### src/rtl/core/uvs_pkg.sv
`timescale 1ns / 1ps
package uvs_pkg;

   localparam int MAX_SLICES = 1024;
   localparam int MAX_STACKS = 1024;
   localparam int MIN_SLICES = 3;
   localparam int MIN_STACKS = 2;
   localparam int TRIG_DEPTH = 1024;
   localparam int TRIG_AW = $clog2(TRIG_DEPTH);

   localparam int INDEX_W = 10;
   localparam int COUNT_W = 11;
   localparam int RADIUS_W = 16;
   localparam int CSR_W = 16;
   localparam int CSR_IDX_W = 2;
   localparam int PHASE_W = 16;
   localparam int COORD_W = 17;
   localparam int TRIG_W = 18;
   localparam int CORNER_W = 3;
   localparam int QUEUE_DEPTH = 4;

   localparam logic [CSR_IDX_W-1:0] CSR_RADIUS = 2'd0;
   localparam logic [CSR_IDX_W-1:0] CSR_SLICES = 2'd1;
   localparam logic [CSR_IDX_W-1:0] CSR_STACKS = 2'd2;

   localparam logic [RADIUS_W-1:0] RADIUS_RESET = 16'd256;
   localparam logic [COUNT_W-1:0] SLICES_RESET = 11'd16;
   localparam logic [COUNT_W-1:0] STACKS_RESET = 11'd8;

   localparam logic [CORNER_W-1:0] LAST_CORNER = 3'd5;
   localparam logic [PHASE_W-1:0] QUARTER_TURN = 16'h4000;
   localparam logic [63:0] HALF_PI_Q30 = 64'd1686629713;

   typedef logic [COORD_W-1:0] sine_tab_type [TRIG_DEPTH];

   // phases of one quad: upper/lower latitude, this/next longitude
   typedef struct packed {
      logic [PHASE_W-1:0] lat_u;
      logic [PHASE_W-1:0] lat_l;
      logic [PHASE_W-1:0] lon_a;
      logic [PHASE_W-1:0] lon_b;
      logic               bad;
   } quad_phase_type;

   // odd taylor series in q30, rounded to q16
   function automatic logic [COORD_W-1:0] series_sine(input int unsigned i);
      logic [63:0] x;
      logic [63:0] t;
      logic [63:0] r;
      longint      sum;
      x = (HALF_PI_Q30 * 64'(i)) / 64'(TRIG_DEPTH);
      t = x;
      sum = longint'(x);
      for (int n = 1; n <= 7; n++) begin
         t = (t * x) >> 30;
         t = (t * x) >> 30;
         t = t / 64'((2 * n) * (2 * n + 1));
         if ((n % 2) == 1) begin
            sum = sum - longint'(t);
         end else begin
            sum = sum + longint'(t);
         end
      end
      if (sum < 0) begin
         sum = 0;
      end
      r = (64'(sum) + 64'd8192) >> 14;
      return r[COORD_W-1:0];
   endfunction

   function automatic sine_tab_type build_sine_tab();
      sine_tab_type tab;
      for (int i = 0; i < TRIG_DEPTH; i++) begin
         tab[i] = series_sine(i);
      end
      return tab;
   endfunction

   localparam sine_tab_type SINE_TAB = build_sine_tab();

endpackage

### src/rtl/core/uvs_front.sv
`timescale 1ns / 1ps
module uvs_front (
   input  logic                        clock,
   input  logic                        reset,
   input  logic                        req_valid,
   output logic                        req_stall,
   input  logic [uvs_pkg::INDEX_W-1:0] stack_index,
   input  logic [uvs_pkg::INDEX_W-1:0] slice_index,
   input  logic [uvs_pkg::COUNT_W-1:0] slice_count,
   input  logic [uvs_pkg::COUNT_W-1:0] stack_count,
   input  logic                        q_full,
   output logic                        push,
   output uvs_pkg::quad_phase_type     push_data
);
   import uvs_pkg::*;

   localparam int LANES = 4;
   localparam int QUOT_W = PHASE_W + 1;
   localparam int DVD_W = INDEX_W + 1 + PHASE_W;
   localparam int REM_W = DVD_W - QUOT_W;

   logic                     adv;
   logic                     accept;
   logic                     bad;
   logic [INDEX_W:0]         k_next;
   logic [INDEX_W:0]         j_next;
   logic [DVD_W-1:0]         dvd [LANES];
   logic [COUNT_W-1:0]       dvs [LANES];

   logic [QUOT_W:0]          v_ff;
   logic [QUOT_W:0]          bad_ff;
   logic [REM_W-1:0]         rem_ff [QUOT_W+1][LANES];
   logic [QUOT_W-1:0]        low_ff [QUOT_W+1][LANES];
   logic [REM_W-1:0]         rem_in [QUOT_W][LANES];
   logic [QUOT_W-1:0]        low_in [QUOT_W][LANES];

   // the whole divider advances only while the queue has room
   assign adv       = !q_full;
   assign req_stall = !adv;
   assign accept    = req_valid && adv;

   always_comb begin
      k_next = {1'b0, stack_index} + 1'b1;
      j_next = {1'b0, slice_index} + 1'b1;
      bad = (COUNT_W'(stack_index) >= stack_count) || (COUNT_W'(slice_index) >= slice_count);
      dvd[0] = DVD_W'({stack_index, {(PHASE_W-1){1'b0}}}) + DVD_W'(stack_count >> 1);
      dvd[1] = DVD_W'({k_next, {(PHASE_W-1){1'b0}}}) + DVD_W'(stack_count >> 1);
      dvd[2] = DVD_W'({slice_index, {PHASE_W{1'b0}}}) + DVD_W'(slice_count >> 1);
      dvd[3] = DVD_W'({j_next, {PHASE_W{1'b0}}}) + DVD_W'(slice_count >> 1);
      dvs[0] = stack_count;
      dvs[1] = stack_count;
      dvs[2] = slice_count;
      dvs[3] = slice_count;
   end

   // one restoring step per stage, four lanes side by side
   always_comb begin
      logic [REM_W:0] r;
      for (int s = 0; s < QUOT_W; s++) begin
         for (int l = 0; l < LANES; l++) begin
            r = {rem_ff[s][l], low_ff[s][l][QUOT_W-1]};
            if (r >= dvs[l]) begin
               rem_in[s][l] = REM_W'(r - dvs[l]);
               low_in[s][l] = {low_ff[s][l][QUOT_W-2:0], 1'b1};
            end else begin
               rem_in[s][l] = REM_W'(r);
               low_in[s][l] = {low_ff[s][l][QUOT_W-2:0], 1'b0};
            end
         end
      end
   end

   always_ff @(posedge clock) begin
      if (reset) begin
         v_ff <= '0;
      end else if (adv) begin
         v_ff <= {v_ff[QUOT_W-1:0], accept};
      end
   end

   always_ff @(posedge clock) begin
      if (adv) begin
         bad_ff <= {bad_ff[QUOT_W-1:0], bad};
         for (int l = 0; l < LANES; l++) begin
            rem_ff[0][l] <= dvd[l][DVD_W-1:QUOT_W];
            low_ff[0][l] <= dvd[l][QUOT_W-1:0];
            for (int s = 0; s < QUOT_W; s++) begin
               rem_ff[s+1][l] <= rem_in[s][l];
               low_ff[s+1][l] <= low_in[s][l];
            end
         end
      end
   end

   assign push = v_ff[QUOT_W] && adv;

   always_comb begin
      push_data.lat_u = QUARTER_TURN - low_ff[QUOT_W][0][PHASE_W-1:0];
      push_data.lat_l = QUARTER_TURN - low_ff[QUOT_W][1][PHASE_W-1:0];
      push_data.lon_a = low_ff[QUOT_W][2][PHASE_W-1:0];
      push_data.lon_b = low_ff[QUOT_W][3][PHASE_W-1:0];
      push_data.bad   = bad_ff[QUOT_W];
   end

endmodule

### config.mk
export PLATFORM = sky130hd
export DESIGN_NAME = uvs_front
export DESIGN_NICKNAME = d
export VERILOG_FILES = /design/src/rtl/core/uvs_pkg.sv /design/src/rtl/core/uvs_front.sv
export SDC_FILE = /design/constraint.sdc
export NUM_CORES = 2
export LEC_CHECK = 0
export BUFFER_PORTS_ARGS = -buffer_cell sky130_fd_sc_hd__buf_2
export CORE_ASPECT_RATIO = 0.6
export CORE_MARGIN = 2
export CORE_UTILIZATION = 60
export CTS_BUF_LIST = sky130_fd_sc_hd__clkbuf_16
export DETAILED_ROUTE_END_ITERATION = 8
export PLACE_DENSITY = 0.78
export SLEW_MARGIN = 20
export SYNTH_ARGS = -nofsm -noshare
export SYNTH_HDL_FRONTEND = slang
export SYNTH_SLANG_ARGS = --single-unit
### constraint.sdc
create_clock -name clock -period 94.1 [get_ports clock]
set_clock_uncertainty 0.1 [all_clocks]
set_input_delay 9.41 -clock clock [delete_from_list [all_inputs] [get_ports clock]]
set_output_delay 9.41 -clock clock [all_outputs]
set_load 0.05 [all_outputs]
---- Word-level counts from Yosys, hierarchy flattened ----
Memories as Yosys holds them, arrays and structs flattened.
Cells that the tools add are included.
operators by class
  add/sub/neg operators ................... 76
  order comparisons ....................... 70
  multiplexer cells ....................... 137
  reduce and logical (&&, ||, !) cells .... 4
operator list
  operator                  count
  $ge A11 B11 Y1            68
  $mux W10                  68
  $sub A10 B10 Y10          68
  $mux W1                   69
  $add A26 B10 Y27          2
  $sub A15 B16 Y16 const A  2
  $add A27 B10 Y27          1
  $add A25 B10 Y26          1
  $add A10 B1 Y11 const B   2
  $ge A10 B11 Y1            2
  $logic_and A1 B1 Y1       2
  $logic_not A1 Y1          1
  $logic_or A1 B1 Y1        1
storage, ports and cells
  flip-flop bits (word level) ............. 36
  bits in writable memories ............... 1944
  bits of input ports ..................... 46
  output and inout port bits .............. 67
  word-level logic and storage cells ...... 291
  memories kept ........................... 2
memories
  name    words  width  rd ports  clocked after Yosys merged registers in  write ports  line             source
  low_ff  18     68     18        0                                        18           uvs_front.sv:33  logic [QUOT_W-1:0] low_ff [QUOT_W+1][LANES];
  rem_ff  18     40     17        0                                        18           uvs_front.sv:32  logic [REM_W-1:0] rem_ff [QUOT_W+1][LANES];

---- Logic depth before layout (Yosys ltp) ----
An unclocked memory read counts as a cell.
  depth in word-level cells ............... 3
  depth in mapped cells ................... 11
  gate-level depth less buffers ........... 10

---- Worst setup path after synthesis ----
No wires, ideal clock.
  kind .................................... input port to flip-flop
  from .................................... input port q_full
  to ...................................... register bad_ff[0], enable pin
  library setup time ...................... 1828 ps
  data arrival time ....................... 38435 ps
  required time ........................... 92172 ps
  setup slack ............................. 53737 ps
  stages on the path ...................... 2
  buffers on the path ..................... 1
  cell sequence ........................... clkbuf_1 inv_1
RTL lines
  what                    line             source
  start: declaration      uvs_front.sv:11  input logic q_full,
  end signal: assignment  uvs_front.sv:83  bad_ff <= {bad_ff[QUOT_W-1:0], bad};
  end: declaration        uvs_front.sv:31  logic [QUOT_W:0] bad_ff;
No word-level cell between the ends.

---- Worst setup path after layout ----
  from .................................... input port q_full
  to ...................................... output port req_stall
RTL lines
  what              line            source
  end: declaration  uvs_front.sv:6  output logic req_stall,
No word-level cell between the ends.

==> impl_metrics.env <==
export IMPL_pwr_share_clk_pct=21.7
export IMPL_crit_buf_inv=2
export IMPL_slew_headroom_pct=30.2
export IMPL_ys_flop_type="edfxtp_1"
export IMPL_yosysTopAreaCellShare_pct=54.9
export IMPL_die_y_um=290
export IMPL_p_leak_nw=34.5
export IMPL_syn_nets=7067
export IMPL_grt_max_degree=189
export IMPL_fin_crit_sh_pct=21.0
export IMPL_p_int_mw=1.77
export IMPL_tightestPinTransition_ps=1050
export IMPL_post_route_min_period_ps=19790
export IMPL_pwr_share_comb_pct=39.4
export IMPL_wl_per_cell_um=19.3
export IMPL_port_buffers=112
export IMPL_p_sw_mw=0.907
export IMPL_placeableCoreArea_um2=135000
export IMPL_path_delay_family="buffers and inverters"
export IMPL_worstPathRequired_ps=84590
export IMPL_hold_path_end="low_ff[4][30]$_DFFE_PN_"
export IMPL_setup_tns_ps=0
export IMPL_synth_cell_area_um2=81900
export IMPL_cts_buffer_depth=3
export IMPL_cts_sinks=1514
export IMPL_reg2reg_slack_ps=90750
export IMPL_dieArea_um2=140000
export IMPL_vias=50662
export IMPL_hp_start="low_ff[3][29]$_DFFE_PN_"
export IMPL_swShare_pct=33.8
export IMPL_synth_edf_count=1496
export IMPL_startpoint_type="input port"
export IMPL_antenna_found_initial=1
export IMPL_fmax_mhz=50.5
export IMPL_peakVddDrop_uv=16.1
export IMPL_clkTransAtPathRegs_ps=60
export IMPL_dp_hpwl_mm=107
export IMPL_synth_top_area_cell="edfxtp_1"
export IMPL_cts_resized=0
export IMPL_finalPower_mw=2.68
export IMPL_overflow=0
export IMPL_finalHoldViolations=0
export IMPL_crit_slowest_cell="buf_2"
export IMPL_ys_seq_area_share_pct=55.3
export IMPL_cpPeakStageDelay_ps=490
export IMPL_worstSkewPairLatency_ps=790
export IMPL_synth_area_per_cell_um2=13.1
export IMPL_worst_path_max_fanout=21
export IMPL_synthCells=6227
export IMPL_cp_arrival_ps=10280
export IMPL_synth_async_reset_ratio_pct=0
export IMPL_critPathMostFrequentCell="buf_2"
export IMPL_initial_core_util_pct=60.7
export IMPL_vias_per_cell=6.04
export IMPL_area_delta_synth_final_pct=9.27
export IMPL_place_gp_congestion=0.889
export IMPL_hold_buffers=0
export IMPL_ys_top_cells_by_area="edfxtp_1 (55%), ha_1 (12%), mux2_2 (5.4%)"
export IMPL_rows=104
export IMPL_num_io_pins=113
export IMPL_track_usage_pct=22.8
export IMPL_p_seq_share_pct=38.9
export IMPL_nNetsFinal=7299
export IMPL_first_global_vias=48790
export IMPL_reg2reg_depth=8
export IMPL_drt_initial_drc_count=4229
export IMPL_ys_types=77
export IMPL_critical_path_endpoint_type="output port"
export IMPL_drc=0
export IMPL_cap_violations=0
export IMPL_dieWidth_um=481
export IMPL_post_cts_buffers=0
export IMPL_htreeDepth=4
export IMPL_status="finished clean"
export IMPL_synth_seq_cells=1514
export IMPL_wl_mm=162
export IMPL_final_layout_size_suffix_gt1_share_pct=13.8
export IMPL_power_density_nw_per_um2=30.0
export IMPL_antenna_left=0
export IMPL_first_pass_iters=6
export IMPL_path_cells="buf_2 > buf_2"
export IMPL_worst_hold_path_type="flip-flop to flip-flop"
export IMPL_path_class="input port to output port"
export IMPL_holdPathStages=0
export IMPL_grt_first_pass_wirelength_mm=258
export IMPL_setup_viol_count_final=0
export IMPL_r2r_start="rem_ff[0][50]$_DFFE_PN_"
export IMPL_rsz0062_at_grt="false"
export IMPL_cts_buffers=145
export IMPL_drv_slew=0
export IMPL_rr_endpoint="rem_ff[0][92]$_DFFE_PN_"
export IMPL_ys_warnings_count=0
export IMPL_cts_tree="yes"
export IMPL_root_buffer="clkbuf_16"
-- cell type report --
type / instances / area, um^2
flip-flops and latches: 1514 / 45300
well taps: 1802 / 2250
repair buffers: 165 / 983
clock buffers: 147 / 3680
diodes: 1 / 2.50
inverters: 191 / 724
fillers: 9540 / 45300
clock inverters: 119 / 1060
multi-input cells: 4442 / 35500
-- how the worst max path moves through the flow --
stage | from | depth (start not counted) | to | slack [ps]
global route | q_full | 2 | req_stall | 74260
global placement | q_full | 2 | req_stall | 74310
finish | q_full | 2 | req_stall | 74310
CTS | q_full | 2 | req_stall | 74310
floorplan | q_full | 2 | bad_ff[0]$_DFFE_PN_ | 53740
detailed placement | q_full | 2 | req_stall | 74310
-- stage by stage --
stage / instances / utilization (%) / setup WS [ps] / area (um^2) / hold slack, ps
6_report: 8381 / 66.4 / 74310 / 89500 / 308
2_1_floorplan: 6227 / - / 53740 / 81900 / 300
5_1_grt: 8380 / 66.4 / 74260 / 89500 / 314
3_5_place_dp: 8114 / 62.8 / 74310 / 84700 / 305
4_1_cts: 8380 / 66.4 / 74310 / 89500 / 305
3_3_place_gp: 8114 / 62.8 / 74310 / 84700 / 300
-- placed cells by master (no fill, tap or decap), types with 137 or more instances in the layout --
cell       count
a21o_1       198
a21oi_1      415
clkbuf_16    147
edfxtp_1    1496
ha_1         766
inv_1        188
mux2_2       395
nand2_1      234
nor2_1       397
o21ai_0      341
xnor2_1      360
xor2_1       137
-- cells by family after synthesis --
family                   synth area share (%)
XOR/XNOR                                 5.32
buffers and inverters                    1.44
AO/OA/AOI/OAI                            12.3
adder cells (fa/ha/maj)                  12.4
flip-flops                               55.3
AND/OR/NAND/NOR                          7.14
multiplexers                             6.13
-- cell usage after synthesis (all sizes together), types with 48 or more instances --
master / count
edfxtp: 1496
ha: 766
a21oi: 416
mux2: 397
nor2: 397
o21ai: 366
xnor2: 360
nand2: 234
a21o: 198
inv: 191
xor2: 137
nor2b: 134
o21a: 121
nand4: 115
nor3: 103
nand2b: 77
o21bai: 66
nand3: 65
mux2i: 55
a31oi: 50
buf: 48
-- power by group through the flow --
stage                     clock, mW  combinational, mW  sequential [mW]
after CTS                     0.597               1.05             1.04
after floorplan                   0              0.845             1.06
after global placement            0              0.988             1.05
after detailed placement          0               1.03             1.05
after global routing          0.622               1.17             1.06
final                         0.582               1.06             1.04
-- flip-flops by register name, summed over array words and instances, names as in the netlist --
name,flops
low_ff,802
rem_ff,676
bad_ff,18
v_ff,18
-- routing by layer --
metal	global-route usage (%)	wire (um)	vias up
li1	-	-	24460
met1	36.1	80100	24425
met2	33.1	68900	1520
met3	3.55	9990	257
met4	5.37	2780	0
met5	0	0	-
(Power assumes the default switching activity.)
