### src/rtl/core/uvs_pkg.sv
`timescale 1ns / 1ps
package uvs_pkg;

   localparam int MAX_SLICES = 1024;
   localparam int MAX_STACKS = 1024;
   localparam int MIN_SLICES = 3;
   localparam int MIN_STACKS = 2;
   localparam int TRIG_DEPTH = 1024;
   localparam int TRIG_AW = $clog2(TRIG_DEPTH);

   localparam int INDEX_W = 10;
   localparam int COUNT_W = 11;
   localparam int RADIUS_W = 16;
   localparam int CSR_W = 16;
   localparam int CSR_IDX_W = 2;
   localparam int PHASE_W = 16;
   localparam int COORD_W = 17;
   localparam int TRIG_W = 18;
   localparam int CORNER_W = 3;
   localparam int QUEUE_DEPTH = 4;

   localparam logic [CSR_IDX_W-1:0] CSR_RADIUS = 2'd0;
   localparam logic [CSR_IDX_W-1:0] CSR_SLICES = 2'd1;
   localparam logic [CSR_IDX_W-1:0] CSR_STACKS = 2'd2;

   localparam logic [RADIUS_W-1:0] RADIUS_RESET = 16'd256;
   localparam logic [COUNT_W-1:0] SLICES_RESET = 11'd16;
   localparam logic [COUNT_W-1:0] STACKS_RESET = 11'd8;

   localparam logic [CORNER_W-1:0] LAST_CORNER = 3'd5;
   localparam logic [PHASE_W-1:0] QUARTER_TURN = 16'h4000;
   localparam logic [63:0] HALF_PI_Q30 = 64'd1686629713;

   typedef logic [COORD_W-1:0] sine_tab_type [TRIG_DEPTH];

   // phases of one quad: upper/lower latitude, this/next longitude
   typedef struct packed {
      logic [PHASE_W-1:0] lat_u;
      logic [PHASE_W-1:0] lat_l;
      logic [PHASE_W-1:0] lon_a;
      logic [PHASE_W-1:0] lon_b;
      logic               bad;
   } quad_phase_type;

   // odd taylor series in q30, rounded to q16
   function automatic logic [COORD_W-1:0] series_sine(input int unsigned i);
      logic [63:0] x;
      logic [63:0] t;
      logic [63:0] r;
      longint      sum;
      x = (HALF_PI_Q30 * 64'(i)) / 64'(TRIG_DEPTH);
      t = x;
      sum = longint'(x);
      for (int n = 1; n <= 7; n++) begin
         t = (t * x) >> 30;
         t = (t * x) >> 30;
         t = t / 64'((2 * n) * (2 * n + 1));
         if ((n % 2) == 1) begin
            sum = sum - longint'(t);
         end else begin
            sum = sum + longint'(t);
         end
      end
      if (sum < 0) begin
         sum = 0;
      end
      r = (64'(sum) + 64'd8192) >> 14;
      return r[COORD_W-1:0];
   endfunction

   function automatic sine_tab_type build_sine_tab();
      sine_tab_type tab;
      for (int i = 0; i < TRIG_DEPTH; i++) begin
         tab[i] = series_sine(i);
      end
      return tab;
   endfunction

   localparam sine_tab_type SINE_TAB = build_sine_tab();

endpackage

### src/rtl/core/uvs_queue.sv
`timescale 1ns / 1ps
module uvs_queue (
   input  logic                    clock,
   input  logic                    reset,
   input  logic                    push,
   input  uvs_pkg::quad_phase_type push_data,
   input  logic                    pop,
   output uvs_pkg::quad_phase_type head,
   output logic                    full,
   output logic                    empty
);
   import uvs_pkg::*;

   localparam int PTR_W = $clog2(QUEUE_DEPTH);

   quad_phase_type     mem_ff [QUEUE_DEPTH];
   logic [PTR_W-1:0]   wr_ptr_ff;
   logic [PTR_W-1:0]   wr_ptr_in;
   logic [PTR_W-1:0]   rd_ptr_ff;
   logic [PTR_W-1:0]   rd_ptr_in;
   logic [PTR_W:0]     count_ff;
   logic [PTR_W:0]     count_in;

   assign full  = (count_ff == (PTR_W + 1)'(QUEUE_DEPTH));
   assign empty = (count_ff == '0);
   assign head  = mem_ff[rd_ptr_ff];

   always_comb begin
      wr_ptr_in = push ? wr_ptr_ff + 1'b1 : wr_ptr_ff;
      rd_ptr_in = pop ? rd_ptr_ff + 1'b1 : rd_ptr_ff;
      count_in  = count_ff;
      if (push && !pop) begin
         count_in = count_ff + 1'b1;
      end else if (pop && !push) begin
         count_in = count_ff - 1'b1;
      end
   end

   always_ff @(posedge clock) begin
      if (reset) begin
         wr_ptr_ff <= '0;
         rd_ptr_ff <= '0;
         count_ff  <= '0;
      end else begin
         wr_ptr_ff <= wr_ptr_in;
         rd_ptr_ff <= rd_ptr_in;
         count_ff  <= count_in;
      end
   end

   always_ff @(posedge clock) begin
      if (push) begin
         mem_ff[wr_ptr_ff] <= push_data;
      end
   end

   a_no_overflow: assert property (@(posedge clock) disable iff (reset)
      !(push && full && !pop))
      else $error("queue written while full");

   a_no_underflow: assert property (@(posedge clock) disable iff (reset)
      !(pop && empty))
      else $error("queue read while empty");

endmodule

### config.mk
export PLATFORM = sky130hd
export DESIGN_NAME = uvs_queue
export DESIGN_NICKNAME = d
export VERILOG_FILES = /design/src/rtl/core/uvs_pkg.sv /design/src/rtl/core/uvs_queue.sv
export SDC_FILE = /design/constraint.sdc
export NUM_CORES = 1
export LEC_CHECK = 0
export BUFFER_PORTS_ARGS = -buffer_cell sky130_fd_sc_hd__buf_2
export CORE_MARGIN = 1
export CORE_UTILIZATION = 64
export CTS_BUF_LIST = sky130_fd_sc_hd__clkbuf_2
export CTS_CLUSTER_DIAMETER = 80
export DETAILED_ROUTE_END_ITERATION = 8
export PLACE_DENSITY_LB_ADDON = 0.15
export SLEW_MARGIN = 5
export SYNTH_ARGS = -nofsm -noshare
export SYNTH_HDL_FRONTEND = slang
export SYNTH_SLANG_ARGS = --single-unit
### constraint.sdc
create_clock -name clock -period 7.6 [get_ports clock]
set_input_delay 0.76 -clock clock [delete_from_list [all_inputs] [get_ports clock]]
set_output_delay 0.76 -clock clock [all_outputs]
set_load 0.05 [all_outputs]
# Word level (Yosys, flattened, before mapping)
# Memory sizes are Yosys's and may differ from the RTL's. A register that Yosys moved wholly into a read port is not among the register bits.
# Cells that the tools add are included.
[word_totals]
ff_bits = 7
ramBits = 260
in_bits = 69
out_inout_bits = 67
wordCells = 21
n_memories = 1
[memory_table]
columns = ["memory", "words", "word_bits", "rd", "rd_ports_with_merged_regs", "write_ports", "line_no", "source"]
rows = [
  ["mem_ff", 4, 65, 1, 1, 1, "uvs_queue.sv:16", "quad_phase_type mem_ff [QUEUE_DEPTH];"],
]
[op_classes]
n_addsub = 4
eq_ne = 1
muxes = 6
n_reduce_logical = 6
[op_table]
columns = ["op", "n"]
rows = [
  ["$mux 3", 2],
  ["$add 2x1->2 const B", 2],
  ["$mux 2", 2],
  ["$add 3x1->3 const B", 1],
  ["$eq 3x3->1 const B", 1],
  ["$logic_not 3->1", 1],
  ["$sub 3x1->3 const B", 1],
  ["$logic_and 1x1->1", 2],
  ["$logic_not 1->1", 2],
  ["$mux 1", 2],
  ["$reduce_bool 2->1", 1],
]

# Depth between registers and ports, before layout
# Gate-level depths: netlist (run 1).
[depth]
depth_word = 4
ltp_mapped = 7
ltp_nobuf = 7

# Worst setup path after synthesis (run 1)
# No wires, ideal clock.
[synth_timing]
path_type = "in2reg"
startpoint = "input push"
endpoint = "memory mem_ff[0][0] in the netlist's numbering (enable)"
setup_time_ns = 0.430
arrival_ns = 2.289
required_time_ns = 7.170
path_slack_ns = 4.881
path_stages = 1
path_buffers = 0
path_cell_list = "and2_1"
[synth_between]
elab_chain_cells = 2
[synth_lines]
columns = ["element", "line_no", "source"]
rows = [
  ["start: declaration", "uvs_queue.sv:5", "input logic push,"],
  ["$mux 1", "uvs_queue.sv:52", "if (push) begin"],
  ["$mux 1 (not written as such)", "uvs_queue.sv:53", "mem_ff[wr_ptr_ff] <= push_data;"],
  ["end: declaration", "uvs_queue.sv:16", ""],
]
# Every way passes these cells.

==> results of run 1 <==
power groups by stage:
stage               clock network [W]  logic (W)  registers (W)
CTS                          0.000890   0.000458        0.00174
detailed placement                  0   0.000457        0.00177
global placement                    0   0.000453        0.00177
floorplan                           0   0.000374        0.00175
finish                       0.000862   0.000453        0.00174
global route                 0.000960   0.000475        0.00175
synth_stat cells:
master / number
a21oi_1: 1
inv_1: 4
edfxtp_1: 260
xnor2_1: 2
nand2_1: 1
buf_12: 5
nor3_1: 1
mux4_2: 65
ha_1: 5
nor2_1: 7
mux2i_1: 2
nor3b_1: 1
or3_1: 1
buf_4: 1
fa_1: 1
clkbuf_1: 2
xor2_1: 3
and2_1: 4
o21ai_0: 1
dfxtp_1: 9
buf_6: 1
buf_2: 6
layout make-up:
class	instances	area [µm²]
flip-flops and latches	269	8000
fillers	836	3580
multi-input cells	95	1700
repair buffers	136	683
clock buffers	93	465
well taps	184	230
clock inverters	14	82.6
inverters	4	15.0
diodes	1	2.50
metal layers:
metal  global-route usage  up-vias
met5                    0        -
met4               0.0716        0
met3               0.0807       21
met2                0.336      172
met1                0.276     2296
li1                     -     2027
sequential cells by signal (all words and copies together) (netlist names), named ones only:
register	flops
wr_ptr_ff	2
count_ff	3
rd_ptr_ff	2
mem_ff	260
final timing paths:
check / endpoint / depth (start not counted) / startpoint
worst max register to register: mem_ff[0][10] / 3 / wr_ptr_ff[0]
worst min register to register: count_ff[2] / 2 / count_ff[2]
worst min-delay path: mem_ff[1][0] / 1 / push_data[0]
worst max-delay path: head[61] / 3 / flop
kinds of logic after synthesis:
logic type / Yosys count / synth area share
AND/OR/NAND/NOR: 15 / 0.00749
multiplexers: 67 / 0.151
buffers and inverters: 19 / 0.0174
adder cells (fa/ha/maj): 6 / 0.00838
XOR/XNOR: 5 / 0.00445
AO/OA/AOI/OAI: 2 / 0.00101
flip-flops: 269 / 0.811
stage by stage:
stage                     std cells  area [µm²]  worst slack [ns]   util
after floorplan                 383        9850              4.88      -
after global placement          688       10600              4.46  0.720
after detailed placement        688       10600              4.47  0.720
after CTS                       795       11200              3.52  0.757
after global routing            795       11200              3.38  0.757
final                           796       11200              3.72  0.758
worst max-delay path, cell delays in order (launching register included):
cell     delay [ns]
dfxtp_4        0.66
buf_4          0.75
mux4_2         0.63
buf_2          0.23
==> results.md, run 1 <==
* First-pass iteration count of the detailed router at 4
* P_sw at 0.000858 W
* # resized after CTS at 0
* PortBufs at 135
* Power Total at 0.00305 W
* Yosys top cell area share at 0.792
* Final Cycle Share at 0.511
* Via-to-Cell Ratio at 5.67
* Sw frac at 0.281
* Yosys cell types at 22
* Nets at 642
* Post-CTS Repair Setup Buffers at 0
* Worst reg-to-reg setup slack at 5.76 ns
* CP Capture Type: primary output
* Final slew viol count at 0
* Setup TNS at 0 ns
* Internal power at 0.00220 W
* Syn_area_per_cell at 25.7 µm²
* First-pass GRT wire length at 24900 µm
* Net Count, Synth at 458
* Hold Fails Final Rpt at 0
* M1 WL at 6630 µm
* Unrepaired setup endpoints after global routing: false
* Root buffer cell: clkbuf_2
* Critical path class: flop to primary output
* CTS tree: built
* Crit path max fanout at 43
* Vias in the first global route at 4772
* Max-cap viol count at 0
* Antenna violations before repair at 2
* DR iter-0 viols at 281
* Element type at the critical path start: flop
* Slew @ Worst Pin at 1.01 ns
* RD Place Congestion at 0.697
* Post-cts hold buffer count at 0
* TritonCTS Sinks at 269
* Power share of the clock group at 0.282
* VDD IR max at 142 µV
* WL final at 16200 µm
* Max H-tree Level at 2
* P_leak at 3.91 nW
* Core area at 0.0148 mm²
* Initial core utilization at 0.668
* HP Class: input pin to flop
* Synthesized area at 0.00985 mm²
* Area delta synth->final at 13.4%
* Most frequent cells in the layout: edfxtp_1, buf_2, clkbuf_2
* Largest net degree at the start of global routing at 66
* Die width at 126 µm
* Part of the power in combinational logic at 0.148
* Max clock buf depth at 3
* Routed length per instance at 20.4 µm
* F_max at 258 MHz
* Die footprint at 0.0159 mm²
* Synth area leaders: edfxtp_1, mux4_2, dfxtp_1
* Die Ht at 126 µm
* WL met2 at 8060 µm
* DR vias at 4516
* Outcome: finished clean
* Highest metal used: met4
* Seq pwr share at 0.569
* Synth Warn # at 0
* Fin Clk Skew at 0.0476 ns
* HPWL after DPL at 9110 µm
* Relative slew slack at 0.326
* Setup violators final at 0
* Critical path arrival at 3.12 ns
* Remaining routing DRC violations at 0
* Row count at 44
* Fin crit period at 3.88 ns
* Number of I/O pins at 136
* Worst-path clk slew at 0.11 ns
* Share of layout cells above drive strength 1 at 0.494
* Yosys top cell by area: edfxtp_1
* FF+latch count, synth at 269
* Total track usage at 0.212
* Leading cell type in the layout, fill and taps excluded: edfxtp_1
* Worst EP required at 6.84 ns
* Overflow after GRT at 0
* Met3 WL at 1340 µm
* CTS Buf Count at 61
* Post-Syn Instances at 383
* Routed Antenna Nets at 0
* Worst hold margin at 0.131 ns
* Sequential-to-total area share from yosys stat at 0.811
* Clk Latency, worst-skew pair at 0.82 ns
* PwrDens at 273 mW/mm²
Note: power is estimated with default switching activity, not from simulation.
==> run 2: changes to the inputs <==
--- a/config.mk
+++ b/config.mk
@@ -7,7 +7,7 @@
 export LEC_CHECK = 0
 export BUFFER_PORTS_ARGS = -buffer_cell sky130_fd_sc_hd__buf_2
 export CORE_MARGIN = 1
-export CORE_UTILIZATION = 64
+export CORE_UTILIZATION = 53
 export CTS_BUF_LIST = sky130_fd_sc_hd__clkbuf_2
 export CTS_CLUSTER_DIAMETER = 80
 export DETAILED_ROUTE_END_ITERATION = 8
==> constraint.sdc (replaced) <==
create_clock -name clock -period 3.5 [get_ports clock]
set_input_delay 0.35 -clock clock [delete_from_list [all_inputs] [get_ports clock]]
set_output_delay 0.35 -clock clock [all_outputs]
set_load 0.05 [all_outputs]
==> run 2 against run 1 <==
The flow now finishes with violations (DRC). Utilization is 9.8 points lower. First-iteration DRC count is 19% lower. Via count is 7.1% higher. Sequential share of layout area is 4.5 points lower. Worst hold slack better by 0.21 ns. Global-route usage is 2.1 points lower. Non-clock buffer count is 70 higher. Highest routed layer unchanged. Sequential power is 120% higher. Clock-buffer cell count is 3 higher. Clock skew is 0.020 ns lower.
==> results.md, run 2 (synthesized netlist as in run 1, its figures left out) <==
* WL met2 at 8910 µm (was 8060 µm)
* Fin Clk Skew at 0.0281 ns (was 0.0476 ns)
* Highest metal used: met4 (unchanged)
* # resized after CTS at 0 (unchanged)
* Power Total at 0.00669 W (was 0.00305 W)
* Seq pwr share at 0.564 (was 0.569)
* Max clock buf depth at 3 (unchanged)
* Die footprint at 0.0191 mm² (was 0.0159 mm²)
* Setup TNS at 0 ns (unchanged)
* Max stage delay on crit path at 0.69 ns (was 0.75 ns)
* Max H-tree Level at 3 (was 2)
* PortBufs at 135 (unchanged)
* Hold Fails Final Rpt at 0 (unchanged)
* VDD IR max at 305 µV (was 142 µV)
* Leading cell type in the layout, fill and taps excluded: edfxtp_1 (unchanged)
* Unrepaired setup endpoints after global routing: false (unchanged)
* Slew @ Worst Pin at 1.04 ns (was 1.01 ns)
* Violated checks: DRC
* Largest register by flop count: mem_ff (unchanged)
* Max-cap viol count at 0 (unchanged)
* Nets at 718 (was 642)
* First-pass iteration count of the detailed router at 6 (was 4)
* Critical path arrival at 2.66 ns (was 3.12 ns)
* Relative slew slack at 0.309 (was 0.326)
* Slowest cell on the critical path: dfxtp_4 (was buf_4)
* Core area at 0.0181 mm² (was 0.0148 mm²)
* Fin crit period at 3.01 ns
* Internal power at 0.00477 W (was 0.00220 W)
* Final slew viol count at 0 (unchanged)
* Sw frac at 0.286 (was 0.281)
* Antenna violations before repair at 1 (was 2)
* Largest register FFs at 260 (unchanged)
* Routed length per instance at 18.9 µm (was 20.4 µm)
* Largest net degree at the start of global routing at 66 (unchanged)
* HPWL after DPL at 8930 µm (was 9110 µm)
* F_max at 333 MHz
* Number of fill cells at 1223 (was 836)
* Element type at the critical path start: flop (unchanged)
* Initial core utilization at 0.545 (was 0.668)
* Final Cycle Share at 0.859
* Worst hold margin at 0.338 ns (was 0.131 ns)
* Outcome: finished, violations left (was finished clean)
* Critical path class: flop to primary output (unchanged)
* RD Place Congestion at 0.680 (was 0.697)
* CTS Buf Count at 67 (was 61)
* Setup violators final at 0 (unchanged)
* Met3 WL at 1040 µm (was 1340 µm)
* Total track usage at 0.192 (was 0.212)
* Most frequent cells in the layout: edfxtp_1, buf_2, clkbuf_2 (unchanged)
* Via-to-Cell Ratio at 5.29 (was 5.67)
* Overflow after GRT at 0 (unchanged)
* P_sw at 0.00192 W (was 0.000858 W)
* Placed cell areas at 0.0107 mm² (was 0.0106 mm²)
* P_leak at 4.21 nW (was 3.91 nW)
* Crit path max fanout at 24 (was 43)
* Number of I/O pins at 136 (unchanged)
* Root buffer cell: clkbuf_2 (unchanged)
* Power share of the clock group at 0.279 (was 0.282)
* Remaining routing DRC violations at 18 (was 0)
* Largest regs: mem_ff x260, count_ff x3 (unchanged)
* CP Capture Type: primary output (unchanged)
* Routed Antenna Nets at 0 (unchanged)
* Area delta synth->final at 21.1% (was 13.4%)
* DR vias at 4837 (was 4516)
* TritonCTS Sinks at 269 (unchanged)
* Part of the power in combinational logic at 0.157 (was 0.148)
* Row count at 49 (was 44)
* First-pass GRT wire length at 27500 µm (was 24900 µm)
* Die Ht at 138 µm (was 126 µm)
* Worst EP required at 3.15 ns (was 6.84 ns)
* M1 WL at 6990 µm (was 6630 µm)
* Crit-path cells: buf_4 -> mux4_2 -> buf_2 (unchanged)
* WL final at 17300 µm (was 16200 µm)
* CTS tree: built (unchanged)
* Post-route cell area at 0.0119 mm² (was 0.0112 mm²)
* Die width at 138 µm (was 126 µm)
* Vias in the first global route at 5452 (was 4772)
* Clk Latency, worst-skew pair at 0.76 ns (was 0.82 ns)
* Worst-path clk slew at 0.10 ns (was 0.11 ns)
* HP Class: input pin to flop (unchanged)
* DR iter-0 viols at 229 (was 281)
* PwrDens at 561 mW/mm² (was 273 mW/mm²)
* Share of layout cells above drive strength 1 at 0.447 (was 0.494)
run 2: metal layers:
metal / global-route usage / vias up
met5: 0 / -
met4: 0.101 / 0
met3: 0.0558 / 27
met2: 0.313 / 158
met1: 0.234 / 2464
li1: - / 2188
run 2: worst max-delay path, delay by kind of cell (launching register included):
family	cells	cell delay (ns)
buf+inv	2	0.66
mux	1	0.56
flops	1	0.69
run 2: power by group through the flow:
stage | Clock, W | Combinational [W] | Sequential, W
4_1_cts | 0.00194 | 0.00106 | 0.00378
2_1_floorplan | 0 | 0.000811 | 0.00380
3_5_place_dp | 0 | 0.00100 | 0.00385
3_3_place_gp | 0 | 0.000988 | 0.00384
5_1_grt | 0.00210 | 0.00110 | 0.00380
6_report | 0.00186 | 0.00105 | 0.00378
run 2: cell type report:
cell class | instances | area [µm²] | share of cell area
Inverter | 4 | 15.0 | 0.00126
Antenna cell | 1 | 2.50 | 0.000210
Timing Repair Buffer | 206 | 1390 | 0.117
Tap cell | 229 | 287 | 0.0240
Sequential cell | 269 | 8000 | 0.670
Multi-Input combinational cell | 95 | 1700 | 0.143
Clock inverter | 14 | 53.8 | 0.00451
Clock buffer | 96 | 480 | 0.0403
run 2: what timing repair did:
item / in CTS / in global routing
endpoints found under the hold margin: 269 / 0
hold buffers: 69 / 0
buffers inserted: 0 / 0
endpoints found under the setup margin: 0 / 0
run 2: stage by stage:
stage / cells / utilization / setup slack, ns
after floorplan: 383 / - / 1.00
final: 914 / 0.660 / 0.494
after CTS: 913 / 0.660 / 0.305
after detailed placement: 734 / 0.592 / 1.18
after global routing: 914 / 0.660 / 0.252
after global placement: 734 / 0.592 / 1.18
run 2: worst paths after layout:
check        slack (ns)  cells past startpoint     startpoint             to
max reg2reg        1.68                      2   wr_ptr_ff[0]   mem_ff[1][4]
max                0.49                      3           flop       head[13]
min reg2reg        0.53                      2    count_ff[2]    count_ff[2]
min                0.34                      2  push_data[37]  mem_ff[2][37]
==> run 3: changes to the inputs <==
--- a/config.mk
+++ b/config.mk
@@ -5,12 +5,14 @@
 export SDC_FILE = /design/constraint.sdc
 export NUM_CORES = 1
 export LEC_CHECK = 0
+export ABC_CLOCK_PERIOD_IN_PS = 3200
 export BUFFER_PORTS_ARGS = -buffer_cell sky130_fd_sc_hd__buf_2
 export CORE_MARGIN = 1
-export CORE_UTILIZATION = 53
+export CORE_UTILIZATION = 59
 export CTS_BUF_LIST = sky130_fd_sc_hd__clkbuf_2
 export CTS_CLUSTER_DIAMETER = 80
 export DETAILED_ROUTE_END_ITERATION = 8
+export MAX_ROUTING_LAYER = met4
 export PLACE_DENSITY_LB_ADDON = 0.15
 export SLEW_MARGIN = 5
 export SYNTH_ARGS = -nofsm -noshare
==> constraint.sdc (replaced) <==
create_clock -name clock -period 3.2 [get_ports clock]
set_input_delay 0.32 -clock clock [delete_from_list [all_inputs] [get_ports clock]]
set_output_delay 0.32 -clock clock [all_outputs]
set_load 0.05 [all_outputs]
==> run 3 against run 2 <==
The flow now finishes without violations. Final cell count is 1.3% lower. Clock-buffer cell count is 4 lower. Total power is 8.7% higher. Register-to-register slack worse by 0.37 ns. Critical path type unchanged.
==> results.md, run 3 (synthesized netlist as in run 1, its figures left out) <==
* Relative slew slack at 0.305 (was 0.309)
* Worst-path clk slew at 0.11 ns (was 0.10 ns)
* Fin crit period at 2.77 ns
* DR vias at 4849 (was 4837)
* Most frequent cells in the layout: edfxtp_1, buf_2, clkbuf_2 (unchanged)
* Slew @ Worst Pin at 1.04 ns (about the same)
* Share of layout cells above drive strength 1 at 0.446 (was 0.447)
* Clk Latency, worst-skew pair at 0.75 ns (was 0.76 ns)
* Largest regs: mem_ff x260, count_ff x3 (unchanged)
* Largest net degree at the start of global routing at 66 (unchanged)
* Outcome: finished clean (was finished, violations left)
* Grt met3 use at 0.0552 (was 0.0558)
* Crit-path cells: buf_4 -> mux4_2 -> buf_2 (unchanged)
* Area delta synth->final at 21.3% (was 21.1%)
* Slowest cell on the critical path: dfxtp_4 (unchanged)
* HPWL after DPL at 9240 µm (was 8930 µm)
* Final Cycle Share at 0.867
* Max H-tree Level at 3 (unchanged)
* P_leak at 4.22 nW (was 4.21 nW)
* Nets at 722 (was 718)
* First-pass GRT wire length at 27100 µm (was 27500 µm)
* PwrDens at 608 mW/mm² (was 561 mW/mm²)
* CP Capture Type: primary output (unchanged)
* Overflow after GRT at 0 (unchanged)
* Reg2reg start: wr_ptr_ff[0] (unchanged)
* Max stage delay on crit path at 0.63 ns (was 0.69 ns)
* Total track usage at 0.217 (was 0.192)
* Max-cap viol count at 0 (unchanged)
* Leading cell type in the layout, fill and taps excluded: edfxtp_1 (unchanged)
* PortBufs at 135 (unchanged)
* Final slew viol count at 0 (unchanged)
* Antenna violations before repair at 0 (was 1)
* Post-cts hold buffer count at 69 (unchanged)
* F_max at 361 MHz
* Initial core utilization at 0.611 (was 0.545)
* Critical path arrival at 2.45 ns (was 2.66 ns)
* Vias in the first global route at 5416 (was 5452)
* Routed length per instance at 18.9 µm (about the same)
* Via-to-Cell Ratio at 5.38 (was 5.29)
* Die width at 131 µm (was 138 µm)
* HP Class: input pin to flop (unchanged)
* Crit path capture: head[57] (was head[13])
* Final core utilization at 0.742 (was 0.660)
* TritonCTS Sinks at 269 (unchanged)
* Die Ht at 131 µm (was 138 µm)
* Power Total at 0.00727 W (was 0.00669 W)
* Most used routing layer: met2 (unchanged)
* Row count at 46 (was 49)
* VDD IR max at 396 µV (was 305 µV)
* Routing usage on met2 at 0.361 (was 0.313)
* First-pass iteration count of the detailed router at 4 (was 6)
* Reg2reg end: mem_ff[3][57] (was mem_ff[1][4])
* Setup violators final at 0 (unchanged)
* Die footprint at 0.0172 mm² (was 0.0191 mm²)
* Worst EP required at 2.88 ns (was 3.15 ns)
* Core area at 0.0161 mm² (was 0.0181 mm²)
* R2R cell count at 2 (unchanged)
* Unrepaired setup endpoints after global routing: false (unchanged)
* DR iter-0 viols at 211 (was 229)
* RD Place Congestion at 0.693 (was 0.680)
* Max clock buf depth at 3 (unchanged)
* Fin Clk Skew at 0.0444 ns (was 0.0281 ns)
* Remaining routing DRC violations at 0 (was 18)
* Ant. Diodes at 0 (was 1)
* Number of I/O pins at 136 (unchanged)
* Element type at the critical path start: flop (unchanged)
* M1 GR Usage at 0.251 (was 0.234)
* Routed Antenna Nets at 0 (unchanged)
* Largest register FFs at 260 (unchanged)
* # resized after CTS at 0 (unchanged)
* CTS Buf Count at 68 (was 67)
* Worst reg-to-reg setup slack at 1.31 ns (was 1.68 ns)
* Largest register by flop count: mem_ff (unchanged)
* Hold Fails Final Rpt at 0 (unchanged)
* Setup TNS at 0 ns (unchanged)
* Crit path max fanout at 19 (was 24)
* WL final at 17100 µm (was 17300 µm)
* Critical path class: flop to primary output (unchanged)
* Post-CTS Repair Setup Buffers at 0 (unchanged)
* CTS tree: built (unchanged)
* Root buffer cell: clkbuf_2 (unchanged)
run 3: cell count changes in the layout (fill, tap and decap cells not counted):
| cell | delta |
|---|---|
| buf_4 | +1 |
| clkinv_2 | +1 |
| diode_2 | -1 |
| clkinv_1 | +2 |
| buf_12 | +2 |
| clkbuf_2 | -4 |
run 3: worst max-delay path, delay by kind of cell (launching register included):
| kind | cells | cell delay, ns |
|---|---|---|
| flops | 1 | 0.63 |
| mux | 1 | 0.54 |
| buf+inv | 2 | 0.53 |
run 3: metrics by stage:
| step | area (µm²) | hold WS (ns) | setup slack [ns] | std cells |
|---|---|---|---|---|
| after floorplan | 9850 | 0.419 | 0.700 | 383 |
| after global placement | 10700 | 0.477 | 1.18 | 724 |
| after detailed placement | 10700 | 0.525 | 1.16 | 724 |
| after CTS | 12000 | 0.238 | 0.299 | 902 |
| after global routing | 12000 | 0.245 | 0.231 | 902 |
| final | 12000 | 0.309 | 0.427 | 902 |
run 3: how the worst min path moves through the flow:
| stage | end | start | depth (start not counted) |
|---|---|---|---|
| floorplan | mem_ff[0][0] | push_data[0] | 0 |
| global placement | count_ff[2] | count_ff[2] | 2 |
| detailed placement | flop | rd_ptr_ff[1] | 2 |
| CTS | mem_ff[1][33] | push_data[33] | 2 |
| global route | mem_ff[0][59] | push_data[59] | 2 |
| finish | mem_ff[3][33] | push_data[33] | 2 |
run 3: final cells by class:
cell class / count / area, µm²
Tap cell: 216 / 270
Fill cell: 981 / 4160
Sequential cell: 269 / 8000
Clock inverter: 17 / 66.3
Clock buffer: 92 / 460
Multi-Input combinational cell: 95 / 1700
Timing Repair Buffer: 209 / 1440
Inverter: 4 / 15.0
run 3: power by group:
part	total [W]	switching, W	leakage, nW	internal [W]
registers	0.00411	0.0000739	2.46	0.00404
clock network	0.00198	0.00121	0.416	0.000768
logic	0.00118	0.000779	1.34	0.000398
run 3: routing by layer:
metal,part of all wire,vias to the layer above
met3,0.056,24
met4,0.017,0
li1,-,2197
met2,0.53,172
met1,0.40,2456
met5,0,-
